$ cat src/sv/fskd_pkg.sv
// Shared types, constants and the sine table builder for the FSK tone discriminator.
`default_nettype none
package fskd_pkg;

  localparam int MAX_WINDOW_DEF  = 256;
  localparam int SINE_TABLE_BITS = 10;
  localparam int SINE_N          = 1 << SINE_TABLE_BITS;
  localparam int SINE_QUARTER    = SINE_N >> 2;
  localparam longint unsigned TWO_PI_Q30 = 64'd6746518852;

  localparam int PHASE_W = 24;
  localparam int SCALE_W = 41;
  localparam int WLEN_W  = 9;
  localparam int CFG_W   = 41;
  localparam int IDX_W   = 3;
  localparam int ACC_W   = 40;
  localparam int PROD_W  = 32;
  localparam int QUEUE_DEPTH = 2;
  localparam int QPTR_W  = 1;

  localparam logic [PHASE_W-1:0] MODULUS_RST    = 24'd48000;
  localparam logic [PHASE_W-1:0] MARK_STEP_RST  = 24'd1200;
  localparam logic [PHASE_W-1:0] SPACE_STEP_RST = 24'd2200;
  localparam logic [SCALE_W-1:0] SCALE_RST      = 41'd22906492;
  localparam logic [WLEN_W-1:0]  WLEN_RST       = 9'd40;

  typedef enum logic [IDX_W-1:0] {
    REG_MODULUS    = 3'd0,
    REG_MARK_STEP  = 3'd1,
    REG_SPACE_STEP = 3'd2,
    REG_SCALE      = 3'd3,
    REG_WINDOW     = 3'd4
  } reg_index_t;

  typedef enum logic [2:0] {
    F_IDLE, F_REDUCE, F_MIX, F_ACCUM, F_SEND
  } front_state_t;

  typedef enum logic [2:0] {
    B_IDLE, B_NORM, B_SQUARE, B_DIFF, B_NUMER, B_DIV, B_DONE
  } back_state_t;

  typedef struct packed {
    logic signed [ACC_W-1:0] m_re;
    logic signed [ACC_W-1:0] m_im;
    logic signed [ACC_W-1:0] s_re;
    logic signed [ACC_W-1:0] s_im;
  } acc_set_t;

  typedef logic signed [15:0] sine_tab_t [SINE_N];

  // shift-and-subtract quotient, evaluated only while the table is built
  function automatic longint unsigned div_u64(input longint unsigned num,
                                              input longint unsigned den);
    longint unsigned quo, rmd;
    quo = 0;
    rmd = 0;
    for (int b = 63; b >= 0; b--) begin
      rmd = {rmd[62:0], num[b]};
      if (rmd >= den) begin
        rmd    = rmd - den;
        quo[b] = 1'b1;
      end
    end
    return quo;
  endfunction

  function automatic logic signed [15:0] quarter_sine(input int k);
    longint unsigned x, x2, term, den;
    longint sum;
    int n;
    x = (TWO_PI_Q30 * longint'(k) + longint'(SINE_N >> 1)) >> SINE_TABLE_BITS;
    x2 = (x * x) >> 30;
    sum = longint'(x);
    term = x;
    for (n = 1; n <= 20; n++) begin
      if (term != 0) begin
        den = longint'((2 * n) * (2 * n + 1));
        term = div_u64((term * x2) >> 30, den);
        if (n % 2 == 1) sum = sum - longint'(term);
        else sum = sum + longint'(term);
      end
    end
    if (sum < 0) sum = 0;
    sum = (sum + 16384) >>> 15;
    if (sum > 32767) sum = 32767;
    return 16'(sum);
  endfunction

  function automatic sine_tab_t build_sine_table();
    sine_tab_t t;
    int q, r;
    logic signed [15:0] v;
    for (int i = 0; i < SINE_N; i++) begin
      q = i / SINE_QUARTER;
      r = i % SINE_QUARTER;
      v = (q % 2 == 1) ? quarter_sine(SINE_QUARTER - r) : quarter_sine(r);
      t[i] = (q >= 2) ? -v : v;
    end
    return t;
  endfunction

endpackage
`default_nettype wire

$ cat src/sv/fskd_queue.sv
// Short FIFO of running sums between the mixing front end and the ratio back end.
`default_nettype none
module fskd_queue (
  input  wire logic              clk,
  input  wire logic              rst,
  input  wire logic              push,
  input  wire fskd_pkg::acc_set_t push_data,
  output logic                   full,
  input  wire logic              pop,
  output fskd_pkg::acc_set_t     pop_data,
  output logic                   empty
);
  import fskd_pkg::*;

  acc_set_t          entries [QUEUE_DEPTH];
  logic [QPTR_W-1:0] wr_ptr;
  logic [QPTR_W-1:0] rd_ptr;
  logic [QPTR_W:0]   count;
  logic              do_push;
  logic              do_pop;

  assign full     = (count == (QPTR_W+1)'(QUEUE_DEPTH));
  assign empty    = (count == '0);
  assign do_push  = push && !full;
  assign do_pop   = pop && !empty;
  assign pop_data = entries[rd_ptr];

  always_ff @(posedge clk) begin
    if (do_push) begin
      entries[wr_ptr] <= push_data;
    end
  end

  always_ff @(posedge clk) begin
    if (rst) begin
      wr_ptr <= '0;
      rd_ptr <= '0;
      count  <= '0;
    end else begin
      if (do_push) wr_ptr <= wr_ptr + 1'b1;
      if (do_pop)  rd_ptr <= rd_ptr + 1'b1;
      if (do_push && !do_pop) count <= count + 1'b1;
      else if (do_pop && !do_push) count <= count - 1'b1;
    end
  end

endmodule
`default_nettype wire

$ cat config.mk
export PLATFORM = sky130hd
export DESIGN_NAME = fskd_queue
export DESIGN_NICKNAME = d
export VERILOG_FILES = /design/src/sv/fskd_pkg.sv /design/src/sv/fskd_queue.sv
export SDC_FILE = /design/constraint.sdc
export NUM_CORES = 1
export LEC_CHECK = 0
export BUFFER_PORTS_ARGS = -buffer_cell sky130_fd_sc_hd__buf_4
export CELL_PAD_IN_SITES_DETAIL_PLACEMENT = 1
export CELL_PAD_IN_SITES_GLOBAL_PLACEMENT = 2
export CORE_ASPECT_RATIO = 2
export CORE_MARGIN = 2
export CORE_UTILIZATION = 40
export CTS_BUF_LIST = sky130_fd_sc_hd__clkbuf_8
export DETAILED_ROUTE_END_ITERATION = 10
export PLACE_DENSITY_LB_ADDON = 0.1
export SYNTH_ARGS = -nofsm -noshare
export SYNTH_HDL_FRONTEND = slang
export SYNTH_SLANG_ARGS = --single-unit
$ cat constraint.sdc
create_clock -name clk -period 5.75 [get_ports clk]
set_input_delay 0.575 -clock clk [delete_from_list [all_inputs] [get_ports clk]]
set_output_delay 0.575 -clock clk [all_outputs]
set_load 0.02 [all_outputs]
[After elaboration in Yosys (flattened, before gate mapping)]
Memories as Yosys holds them, arrays and structs flattened. A register that Yosys moved wholly into a read port is not among the register bits.
Index checks and enable logic that the tools add are counted.
Storage, ports and cells
  register bits: 4
  memories: 1
  memory bits (writable): 320
  word-level logic and storage cells: 25
Memories
  entries: words 2, bits a word 160, read ports 1, clocked after Yosys merged registers in 1, wr ports 1, RTL line fskd_queue.sv:15  | acc_set_t entries [QUEUE_DEPTH];
Operators by class
  equality and inequality tests: 1
  reduce and logical (&&, ||, !) cells: 10
  mux-type cells: 6
  add/sub/neg operators: 4
Operators with widths (count)
  $logic_and A1 B1 Y1: 4
  $logic_not A1 Y1: 4
  $mux W1: 4
  $mux W2: 2
  $add A1 B1 Y1 const B: 2
  $add A2 B1 Y2 const B: 1
  $eq A2 B2 Y1 const B: 1
  $logic_not A2 Y1: 1
  $reduce_bool A2 Y1: 1
  $sub A2 B1 Y2 const B: 1

[Depth between registers and ports, before layout]
  word-level depth: 7
  gate-level depth with buffers: 6
  gate-level depth less buffers: 6

[Least setup slack after synthesis]
No wires, ideal clock.
  kind: in2reg
  start point: input push
  end point: memory entries[1][0] (netlist name), enable pin
  data arrival time: 4.430 ns
  cell stages on the path: 3
  path buffers: 0
  setup slack: 0.781 ns
  library setup time: 0.540 ns
  data required time: 5.210 ns
  path through: inv_1 > nor2_1 > and2_1
Between the ends
  longest elaborated chain between the ends: 3
RTL lines
  start, declared: RTL line fskd_queue.sv:6  | input wire logic push,
  $logic_and A1 B1 Y1: RTL line fskd_queue.sv:24  | assign do_push = push && !full;
  named net do_push: RTL line fskd_queue.sv:19  | logic do_push;
  $mux W1: RTL line fskd_queue.sv:29  | if (do_push) begin
  $mux W1 (implied by the code): RTL line fskd_queue.sv:30  | entries[wr_ptr] <= push_data;
  end, declared: RTL line fskd_queue.sv:15
The timed path passes the listed nets, and every way through them passes these cells.

==> impl_metrics.py <==
metrics = {
    "worst_setup_path": {
        "timing.rr.start": "count[0]",
        "cp_data_required_time_ns": 5.18,
        "cp.buffers_inverters": 2,
        "timing.critical_path.slowest_stage_cell": "dfxtp_4",
        "arrival_ns": 2.90,
        "cp_slowest_stage_delay_ns": 0.93,
        "ff2ff_setup_slack_ns": 3.13,
        "crit_chain": "buf_12 -> mux2_2 -> buf_4",
        "worstSetupPathType": "reg -> out",
        "start_kind": "flip-flop",
        "end_kind": "output port",
        "path_delay_family": "flip-flops",
        "critPathMaxFanout": 109,
        "r2r_end": "entries[1][6]",
        "r2r_cells": 4,
    },
    "synth": {
        "synth_top_area_share_pct": 79.0,
        "synth_mux_area_share_pct": 17.9,
        "yosys.area.top_type": "edfxtp_1",
        "synth_fa_ha_area_share_pct": 0.103,
        "synth_compound_area_share_pct": 0.206,
        "synth_xor_xnor_area_share_pct": 0.216,
        "synth_top_family_by_area": "multiplexers",
        "syn_avg_cell_area_um2": 23.3,
        "syn_area_mm2": 0.0122,
        "ys_warn_count": 0,
        "ys_ff_latch": 325,
        "yosys.area_share.simple_pct": 0.380,
        "synthCells": 523,
        "synth_area_leaders": "edfxtp_1 79%, mux2_4 12%, mux2_2 5.6%, buf_6 1.1%, dfxtp_1 0.82%",
        "synth_fp_nets": 688,
        "synth_cell_types": 15,
        "ys_seq_area_share_pct": 79.8,
    },
    "timing": {
        "max_freq_mhz": 288,
        "post-route-period-util_pct": 60.5,
        "rsz0062_at_grt": "no",
        "hold_viol": 0,
        "worst_pin_slew_ns": 0.955,
        "period_minus_slack_ns": 3.48,
        "drv_slew": 0,
        "holdWs_ns": 0.184,
        "final.setup.tns_ns": 0,
        "setup_viol": 0,
        "skew_ns": 0.0230,
        "relSlewSlack_pct": 36.3,
    },
    "finish": {
        "layout-drive-gt1-share_pct": 59.7,
        "multi_input_area_mm2": 0.00229,
        "fin_util_pct": 52.6,
        "nNetsFinal": 1048,
        "layout.cells.non_filler": 1290,
        "register_area_mm2": 0.00971,
        "fill_cells": 2783,
        "area_delta_synth_final_pct": 30.1,
    },
    "die": {
        "start_util_pct": 40.5,
        "fp.dieH_um": 251,
        "die_w_um": 127,
        "pin_count": 326,
        "fp-row-count": 90,
        "core_mm2": 0.0301,
        "dieArea_mm2": 0.0319,
    },
    "route": {
        "drtIter0Drc": 247,
        "wl_per_cell_um": 21.7,
        "vias": 6231,
        "ant_nets": 0,
        "viasPerCell": 4.83,
        "drc": 0,
        "firstDrtPassIters": 4,
        "drt_wl_total_um": 28000,
    },
    "placement": {
        "place_inst": 1203,
        "port_buffers": 325,
        "hpwl_um": 19000,
        "place_congestion": 0.750,
    },
    "min_path": {
        "hp-class": "in -> reg",
        "holdPathEnd": "entries[1][24]",
        "min_delay_path_depth": 1,
        "hp-start": "push_data[24]",
    },
    "clock_tree": {
        "clock_latency_ns": 0.57,
        "cts_sinks": 325,
        "cts_hold_buf": 0,
        "ctsLongestPathBuffers": 3,
        "clockRootBuffer": "clkbuf_8",
        "h-tree-depth": 2,
        "cts_tree": "done",
        "post_cts_buffers": 0,
        "numCtsBuffers": 46,
        "cts_resized": 0,
        "cts.clk_slew.worst_paths_ns": 0.07,
    },
    "job": {
        "maxCapViolations": 0,
    },
    "power_and_ir_drop": {
        "ir_worst_vdd_mv": 0.269,
        "p_total_mw": 7.08,
        "leakage_nw": 6.11,
        "power_density_mw_per_mm2": 447,
    },
    "global_routing": {
        "grt_max_degree": 110,
        "grt_pass1_vias": 7084,
        "antenna_found_initial": 4,
        "grt-ovfl-total": 0,
        "grt_pass1_wl_um": 40800,
        "grt_usage_pct": 17.1,
    },
    "status": {
        "status": "finished clean",
    },
}
[worst reg2reg max path: stages, from the launching register on]
cell and delay (ns):
dfxtp_1 0.43, nor2b_2 0.09, nor2_1 0.18, and2_4 0.75, buf_4 0.77
[metal layers]
| metal | GRT usage, % | share of wire, % | up-vias |
|---|---|---|---|
| met5 | 0 | 0.046 | - |
| li1 | - | - | 2802 |
| met3 | 4.91 | 6.8 | 71 |
| met1 | 17.0 | 33 | 3117 |
| met4 | 9.23 | 4.8 | 2 |
| met2 | 31.5 | 56 | 239 |
[cell type report]
type                            instances  area share, %
Sequential cell                       325           61.4
Timing Repair Buffer                  330           15.7
Multi-Input combinational cell        178           14.5
Clock buffer                           51           4.43
Tap cell                              368           2.91
Clock inverter                         33          0.972
Inverter                                2         0.0790
Antenna cell                            3         0.0474
[sequential cells by signal, summed over array words and instances, names as in the netlist, named ones only]
name and flops:
rd_ptr 1, entries 320, count 2, wr_ptr 1
[how the worst max path moves through the flow]
stage / to / depth (start not counted) / from
detailed placement: entries[1][6] / 5 / push
global route: pop_data[145] / 3 / flip-flop
CTS: pop_data[158] / 3 / flip-flop
finish: pop_data[145] / 3 / flip-flop
floorplan: entries[1][0] / 3 / push
global placement: pop_data[157] / 3 / flip-flop
[synthesized netlist by cell type]
cell type / instances
inv_1: 2
edfxtp_1: 320
mux2_2: 60
mux2_4: 100
buf_2: 6
ha_1: 1
or3_1: 2
and2_1: 1
o21ai_0: 3
a21oi_1: 2
nor2b_2: 1
xor2_1: 3
nor2_1: 5
dfxtp_1: 5
buf_6: 12
[metrics by stage]
| step | setup WS (ns) | area [µm²] |
|---|---|---|
| 6_report | 2.27 | 15800 |
| 2_1_floorplan | 0.781 | 12200 |
| 4_1_cts | 2.23 | 15800 |
| 5_1_grt | 2.13 | 15800 |
| 3_3_place_gp | 2.93 | 15000 |
| 3_5_place_dp | 2.86 | 15000 |
[report_power, final]
| group | total (mW) | leakage, nW | internal (mW) | switching [mW] |
|---|---|---|---|---|
| Combinational | 2.25 | 2.58 | 1.08 | 1.17 |
| Sequential | 3.13 | 3.03 | 2.98 | 0.145 |
| Clock | 1.70 | 0.498 | 0.856 | 0.845 |
| Total | 7.08 | 6.11 | 4.92 | 2.16 |
[cells in the final DEF, fill, tap and decap left out, types with 2 or more instances in the layout]
cell and count:
a21oi_1 2, edfxtp_1 320, clkinv_2 3, mux2_2 60, clkinv_1 13, dfxtp_1 4
clkbuf_8 51, o21ai_0 3, or3_1 2, diode_2 3, nor2_1 5, xor2_1 3
mux2_4 100, buf_4 329, inv_1 17
[logic make-up after synthesis]
| family | after synthesis |
|---|---|
| AOI/OAI and AO/OA | 5 |
| adders and majority gates | 1 |
| and+or+nand+nor | 9 |
| xor gates and xnor gates | 3 |
| buffers and inverters | 20 |
| muxes | 160 |
| DFF | 325 |
Power figures use the tool's default switching activity.
