[src/sv/fskd_pkg.sv]
// Shared types, constants and the sine table builder for the FSK tone discriminator.
`default_nettype none
package fskd_pkg;

  localparam int MAX_WINDOW_DEF  = 256;
  localparam int SINE_TABLE_BITS = 10;
  localparam int SINE_N          = 1 << SINE_TABLE_BITS;
  localparam int SINE_QUARTER    = SINE_N >> 2;
  localparam longint unsigned TWO_PI_Q30 = 64'd6746518852;

  localparam int PHASE_W = 24;
  localparam int SCALE_W = 41;
  localparam int WLEN_W  = 9;
  localparam int CFG_W   = 41;
  localparam int IDX_W   = 3;
  localparam int ACC_W   = 40;
  localparam int PROD_W  = 32;
  localparam int QUEUE_DEPTH = 2;
  localparam int QPTR_W  = 1;

  localparam logic [PHASE_W-1:0] MODULUS_RST    = 24'd48000;
  localparam logic [PHASE_W-1:0] MARK_STEP_RST  = 24'd1200;
  localparam logic [PHASE_W-1:0] SPACE_STEP_RST = 24'd2200;
  localparam logic [SCALE_W-1:0] SCALE_RST      = 41'd22906492;
  localparam logic [WLEN_W-1:0]  WLEN_RST       = 9'd40;

  typedef enum logic [IDX_W-1:0] {
    REG_MODULUS    = 3'd0,
    REG_MARK_STEP  = 3'd1,
    REG_SPACE_STEP = 3'd2,
    REG_SCALE      = 3'd3,
    REG_WINDOW     = 3'd4
  } reg_index_t;

  typedef enum logic [2:0] {
    F_IDLE, F_REDUCE, F_MIX, F_ACCUM, F_SEND
  } front_state_t;

  typedef enum logic [2:0] {
    B_IDLE, B_NORM, B_SQUARE, B_DIFF, B_NUMER, B_DIV, B_DONE
  } back_state_t;

  typedef struct packed {
    logic signed [ACC_W-1:0] m_re;
    logic signed [ACC_W-1:0] m_im;
    logic signed [ACC_W-1:0] s_re;
    logic signed [ACC_W-1:0] s_im;
  } acc_set_t;

  typedef logic signed [15:0] sine_tab_t [SINE_N];

  // shift-and-subtract quotient, evaluated only while the table is built
  function automatic longint unsigned div_u64(input longint unsigned num,
                                              input longint unsigned den);
    longint unsigned quo, rmd;
    quo = 0;
    rmd = 0;
    for (int b = 63; b >= 0; b--) begin
      rmd = {rmd[62:0], num[b]};
      if (rmd >= den) begin
        rmd    = rmd - den;
        quo[b] = 1'b1;
      end
    end
    return quo;
  endfunction

  function automatic logic signed [15:0] quarter_sine(input int k);
    longint unsigned x, x2, term, den;
    longint sum;
    int n;
    x = (TWO_PI_Q30 * longint'(k) + longint'(SINE_N >> 1)) >> SINE_TABLE_BITS;
    x2 = (x * x) >> 30;
    sum = longint'(x);
    term = x;
    for (n = 1; n <= 20; n++) begin
      if (term != 0) begin
        den = longint'((2 * n) * (2 * n + 1));
        term = div_u64((term * x2) >> 30, den);
        if (n % 2 == 1) sum = sum - longint'(term);
        else sum = sum + longint'(term);
      end
    end
    if (sum < 0) sum = 0;
    sum = (sum + 16384) >>> 15;
    if (sum > 32767) sum = 32767;
    return 16'(sum);
  endfunction

  function automatic sine_tab_t build_sine_table();
    sine_tab_t t;
    int q, r;
    logic signed [15:0] v;
    for (int i = 0; i < SINE_N; i++) begin
      q = i / SINE_QUARTER;
      r = i % SINE_QUARTER;
      v = (q % 2 == 1) ? quarter_sine(SINE_QUARTER - r) : quarter_sine(r);
      t[i] = (q >= 2) ? -v : v;
    end
    return t;
  endfunction

endpackage
`default_nettype wire

[src/sv/fskd_back.sv]
// Back end: power of both tones, normalized difference ratio and result register.
`default_nettype none
module fskd_back (
  input  wire logic               clk,
  input  wire logic               rst,
  input  wire fskd_pkg::acc_set_t q_data,
  input  wire logic               q_empty,
  output logic                    q_pop,
  output logic                    empty,
  input  wire logic               pop,
  output logic signed [15:0]      soft_value
);
  import fskd_pkg::*;

  back_state_t state, state_next;

  logic [ACC_W-1:0] a [4];
  logic [2:0]       cnt;
  logic [45:0]      sq;
  logic [46:0]      pm, ps;
  logic [47:0]      total;
  logic [46:0]      d;
  logic             neg;
  logic [62:0]      numer;
  logic [47:0]      rem;
  logic [48:0]      rem_shift;
  logic [15:0]      numlo;
  logic [15:0]      q;
  logic [3:0]       bitc;
  logic             out_valid;
  logic signed [15:0] res;
  logic             too_big;

  function automatic logic [ACC_W-1:0] mag(input logic signed [ACC_W-1:0] v);
    return v[ACC_W-1] ? ACC_W'(-v) : v;
  endfunction

  assign too_big = (|a[0][ACC_W-1:23]) || (|a[1][ACC_W-1:23]) ||
                   (|a[2][ACC_W-1:23]) || (|a[3][ACC_W-1:23]);
  assign numer     = {d, 15'd0} + 63'(total >> 1);
  assign rem_shift = {rem, numlo[bitc]};

  always_comb begin
    if (neg) res = -$signed(q);
    else if (q > 16'd32767) res = 16'sd32767;
    else res = $signed(q);
  end

  // next state
  always_comb begin
    state_next = state;
    case (state)
      B_IDLE:   if (!q_empty) state_next = B_NORM;
      B_NORM:   if (!too_big) state_next = B_SQUARE;
      B_SQUARE: if (cnt == 3'd4) state_next = B_DIFF;
      B_DIFF:   state_next = B_NUMER;
      B_NUMER:  state_next = (total == '0) ? B_DONE : B_DIV;
      B_DIV:    if (bitc == 4'd0) state_next = B_DONE;
      B_DONE:   if (!out_valid || pop) state_next = B_IDLE;
      default:  state_next = B_IDLE;
    endcase
  end

  // outputs
  always_comb begin
    q_pop = (state == B_IDLE) && !q_empty;
    empty = !out_valid;
  end

  always_ff @(posedge clk) begin
    case (state)
      B_IDLE: begin
        a[0] <= mag(q_data.m_re);
        a[1] <= mag(q_data.m_im);
        a[2] <= mag(q_data.s_re);
        a[3] <= mag(q_data.s_im);
        pm   <= '0;
        ps   <= '0;
      end
      B_NORM: begin
        if (too_big) begin
          for (int i = 0; i < 4; i++) a[i] <= a[i] >> 1;
        end
      end
      B_SQUARE: begin
        if (cnt != 3'd4) sq <= a[cnt[1:0]][22:0] * a[cnt[1:0]][22:0];
        if (cnt == 3'd1 || cnt == 3'd2) pm <= pm + 47'(sq);
        if (cnt == 3'd3 || cnt == 3'd4) ps <= ps + 47'(sq);
      end
      B_DIFF: begin
        total <= 48'(pm) + 48'(ps);
        neg   <= (ps > pm);
        d     <= (ps > pm) ? ps - pm : pm - ps;
      end
      B_NUMER: begin
        rem   <= 48'(numer >> 16);
        numlo <= numer[15:0];
        q     <= '0;
      end
      B_DIV: begin
        if (rem_shift >= {1'b0, total}) begin
          rem     <= 48'(rem_shift - {1'b0, total});
          q[bitc] <= 1'b1;
        end else begin
          rem <= rem_shift[47:0];
        end
      end
      default: ;
    endcase
    if (state == B_DONE && (!out_valid || pop)) soft_value <= res;
  end

  always_ff @(posedge clk) begin
    if (rst) begin
      state     <= B_IDLE;
      out_valid <= 1'b0;
      cnt       <= '0;
      bitc      <= '0;
    end else begin
      state <= state_next;
      if (state == B_DONE && (!out_valid || pop)) out_valid <= 1'b1;
      else if (pop) out_valid <= 1'b0;
      if (state == B_SQUARE) cnt <= cnt + 1'b1;
      else cnt <= '0;
      if (state == B_DIV) bitc <= bitc - 1'b1;
      else bitc <= 4'd15;
    end
  end

endmodule
`default_nettype wire

[config.mk]
export PLATFORM = sky130hd
export DESIGN_NAME = fskd_back
export DESIGN_NICKNAME = d
export VERILOG_FILES = /design/src/sv/fskd_pkg.sv /design/src/sv/fskd_back.sv
export SDC_FILE = /design/constraint.sdc
export NUM_CORES = 2
export LEC_CHECK = 0
export BUFFER_PORTS_ARGS = -buffer_cell sky130_fd_sc_hd__buf_2
export CORE_UTILIZATION = 50
export DETAILED_ROUTE_END_ITERATION = 12
export PLACE_DENSITY = 0.72
export SLEW_MARGIN = 20
export SYNTH_ARGS = -nofsm -noshare
export SYNTH_HDL_FRONTEND = slang
export SYNTH_SLANG_ARGS = --single-unit
[constraint.sdc]
create_clock -name clk -period 12.4 [get_ports clk]
set_input_delay 0 -clock clk [delete_from_list [all_inputs] [get_ports clk]]
set_output_delay 0 -clock clk [all_outputs]
set_load 0.01 [all_outputs]
Word-level counts from Yosys, hierarchy flattened
Memories as Yosys holds them, arrays and structs flattened. A register that Yosys moved wholly into a read port is not among the register bits.
Index checks and enable logic that the tools add are counted.
Widths: inputs -> output; s select.
Storage, ports and cells
  flip-flop bits (word level): 343
  memory bits (writable): 160
  logic and storage cells: 126
  memories: 1
Memories
  a: words 4, bits a word 40, rd ports 5, clocked after memory_dff 1, wr ports 4, RTL line fskd_back.sv:17  | logic [ACC_W-1:0] a [4];
Cells by class
  $add $sub $neg: 14
  $mul: 1
  $lt $le $gt $ge: 5
  equal/unequal tests: 19
  muxes and demuxes: 39
  bitwise logic cells: 6
  reduce and logical (&&, ||, !) cells: 27
Operators with widths (number)
  $mux 40: 8
  $pmux 47 s2: 2
  $neg 40->40: 4
  $mux 47: 3
  $pmux 48 s2: 1
  $add 47x46->47: 2
  $sub 47x47->47: 2
  $reduce_or 17->1: 4
  $add 62x47->63: 1
  $ge 49x48->1: 1
  $add 47x47->48: 1
  $logic_not 48->1: 1
  $mux 16: 3
  $mux 48: 1
  $sub 48x48->48: 1
  $gt 47x47->1: 1
  $mul 23x23->46: 1
  $pmux 16 s2: 1
  $pmux 3 s7: 1
  $gt 16x15->1 const B: 1
  $neg 16->16: 1
  $or 16x16->16: 1
  $mux 3: 5
  $ne 2x2->1 const B: 7
  other kinds (25): 57

Logic depth before layout (Yosys ltp)
  depth in word-level cells: 8
  depth in mapped cells: 33
  depth with buffers taken out: 30

Least setup slack after synthesis
Ideal clock, no wire load.
  path type: reg2reg
  start point: register state[1]
  end point: register state[2]
  library setup time: 0.066 ns
  arrival time: 8.611 ns
  required time: 12.334 ns
  setup slack: 3.723 ns
  cell stages (with the launch flop): 7
  clock period less this slack: 8.677 ns
  path through: dfxtp_1 -> clkbuf_1 -> clkbuf_1 -> nor3b_1 -> or2_2 -> a21oi_1 -> nor2_1
On the way
  cells in the longest elaborated chain, start to end: 3
  elaborated cells on any way between the ends: 14
  those cells by class: eq/ne (11); mux (1); reduce/logical (2)
RTL lines
  start, declared: RTL line fskd_back.sv:15  | back_state_t state, state_next;
  start signal, assigned: RTL line fskd_back.sv:120  | state <= state_next;
  $eq 3x3->1, or another cell as far along: RTL line fskd_back.sv:52  | case (state)
  $ne 2x1->1 (no source line) / $ne 2x2->1 (equally long branches)
  $reduce_and 5->1 (no source line)
Parallel ways exist; a longest one is shown, timed or not.
A chain may end at the register's enable or synchronous reset.

==> flow_summary.yaml <==
clocking:
  cts_resized: 0
  worstSkewPairLatency_ns: 0.67
  numCtsBuffers: 57
  htree_levels: 2
  cts-root-buf: "clkbuf_16"
  clock-sinks: 501
  clk_pin_slew_worst_paths_ns: 0.06
  cts_tree: "yes"
  cts_buffer_depth: 3
logic_synthesis:
  synthCells: 6296
  synth_edf_count: 487
  synth_xor_area_frac: 0.0685
  synth_commonest_cells: "820 x inv_1, 579 x nand2_1, 493 x ha_1, 487 x edfxtp_1, 475 x nor2_1"
  yosys.area_share.adder: 0.252
  synth-seq-cells: 501
  async_flop_share: 0
  synth.cell_area_mm2: 0.0560
  synthTopCellsByArea: "edfxtp_1 26%, fa_1 14%, ha_1 11%"
  avgSynthCellArea_um2: 8.90
  synth_cell_type_count: 85
  synth_seq_area_share: 0.266
  ys_warn_count: 0
  synthFlopType: "edfxtp_1"
  synth-compound-area-share: 0.177
  synth_most_common_cell: "inv_1"
  syn_nets: 7349
  synth_area_leader_cell: "edfxtp_1"
  synth_simple_gate_area_frac: 0.142
  synth_top_family_by_area: "adder cells"
  synth_top_area_frac: 0.261
  muxShareOfSynthArea: 0.0232
die:
  die_w_um: 337
  num_rows: 122
  fp.dieH_um: 337
  design.die.area_mm2: 0.113
  core_mm2: 0.111
  design.portCount: 182
  start_util: 0.506
setup_path:
  worstReg2RegStart: "cnt[1]"
  setup.worst_path.start_class: "flop"
  r2r_cells: 28
  setup.worst_path.end: "sq[45]"
  reg2reg_to: "sq[45]"
  crit_path_start: "cnt[1]"
  criticalPathCategory: "flop to flop"
  cp_slowest_cell: "clkinv_1"
  crit_path_frequent_cell: "fa_1"
  reg2reg_slack_ns: 2.50
  critical_path_required_ns: 12.79
  crit_path_max_incr_delay_ns: 0.80
  end_kind: "flop"
  cp.arrival_ns: 10.29
  cp_max_fo: 36
flow_run:
  drv_cap: 0
timing:
  skew_ns: 0.0278
  worstMarginPinSlew_ns: 1.11
  rsz0062_at_grt: "no"
  setup_viol: 0
  fin_setup_tns_ns: 0
  slew_headroom: 0.261
  final_hold_viol_count: 0
  timing.final.crit_period_ns: 9.90
  report.final.slew_viol_count: 0
  fin_crit_sh: 0.798
  max_freq_mhz: 101
final_layout:
  synthToLayoutAreaGrowth_pct: 11.6
  nNetsFinal: 7621
  final_util: 0.564
  drive_gt1_frac: 0.0635
  final_cells: 8114
route:
  via_count: 47600
  dr.first_iter.drc_count: 4206
  drt_pre_antenna_iters: 5
  wl_per_cell_um: 20.3
  viasPerCell: 5.86
  drc: 0
  drtAntennaViolNets: 0
  routed_wirelength_um: 165000
global_routing:
  grtUsageTotal: 0.289
  antenna_found_initial: 8
  overflow: 0
  grt_pass1_wl_um: 259000
  grt_max_degree: 124
  grt_pass1_vias: 47700
placement:
  port_buffers: 181
  dp.cells: 7771
  gp_congestion: 0.935
  dpl.hpwl_um: 129000
hold_path:
  holdCritPathClass: "primary input to flop"
outcome:
  status: "complete, no violations"
-- cell type report --
| type | instances | area [um2] |
|---|---|---|
| fillers | 9822 | 48300 |
| well taps | 1488 | 1860 |
| flip-flops and latches | 501 | 14900 |
| inverters | 839 | 3150 |
| diodes | 10 | 25.0 |
| repair buffers | 449 | 3490 |
| clock buffers | 70 | 1540 |
| multi-input cells | 4720 | 37200 |
| clock inverters | 37 | 372 |
-- critical path: cells and delay by family (launching register included) --
family	cells	cell delay, ns
AO/OA/AOI/OAI	10	2.95
XOR/XNOR	1	0.12
adder cells (fa/ha/maj)	8	3.60
buffers and inverters	7	1.64
flip-flops	1	0.53
multiplexers	1	0.40
AND/OR/NAND/NOR	1	0.33
-- cells in the final DEF, fill, tap and decap left out, types with 41 or more instances in the layout --
cell type / count
xnor2_1: 227
nand2_1: 577
xor2_1: 211
a21o_1: 185
buf_2: 181
buf_4: 41
a21oi_1: 432
o31ai_1: 64
inv_1: 819
o21a_1: 65
o21ai_0: 396
clkbuf_16: 58
nor4_1: 68
nand3_1: 90
mux2i_1: 87
edfxtp_1: 487
nand4_1: 74
nor3_1: 101
o21bai_1: 83
nor2_1: 474
fa_1: 396
ha_1: 493
a31oi_1: 46
dlygate4sd3_1: 226
nand2b_1: 62
-- metal layers --
metal,up-vias,part of all wire,GRT usage
met1,23000,0.42,0.366
met5,-,0,0
met4,0,0.052,0.133
met2,1690,0.48,0.496
li1,22400,-,-
met3,453,0.052,0.0317
-- how the worst min path moves through the flow --
| stage | startpoint | endpoint | slack (ns) | cells past startpoint |
|---|---|---|---|---|
| after floorplan | q_empty | q_pop | 0.05 | 1 |
| after global placement | q_empty | q_pop | 0.26 | 3 |
| after detailed placement | q_empty | q_pop | 0.25 | 3 |
| after CTS | q_data[119] | a[1][29] | 0.05 | 4 |
| after global routing | q_data[119] | a[1][30] | 0.13 | 4 |
| final | q_data[119] | a[1][29] | 0.08 | 4 |
-- cells by family after synthesis --
family,count (synthesis)
xor gates and xnor gates,438
and+or+nand+nor,1701
AOI/OAI and AO/OA,1572
muxes,120
adders and majority gates,889
DFF,501
buffers and inverters,1075
-- per-stage QoR --
stage	instance area, um2	hold WS, ns	setup WS [ns]
after global routing	62500	0.135	1.98
after floorplan	56000	0.0475	3.72
after CTS	62500	0.0500	2.55
after global placement	58300	0.258	2.88
after detailed placement	58300	0.254	2.57
final	62500	0.0807	2.50
-- repair_timing --
item	4_1_cts	5_1_grt
setup buffers	0	0
hold endpoints to repair	171	0
setup endpoints to repair	0	0
hold buffers	226	0
-- registers in the layout (all words and copies together), names as in the netlist --
register,cells
neg,1
out_valid,1
soft_value,16
a,160
q,16
cnt,3
total,48
pm,47
d,46
sq,45
ps,47
rem,48
numlo,16
bitc,4
state,3
Power is not shown: default switching activity piles up to over one toggle a cycle in this logic, so the estimate is an artifact.
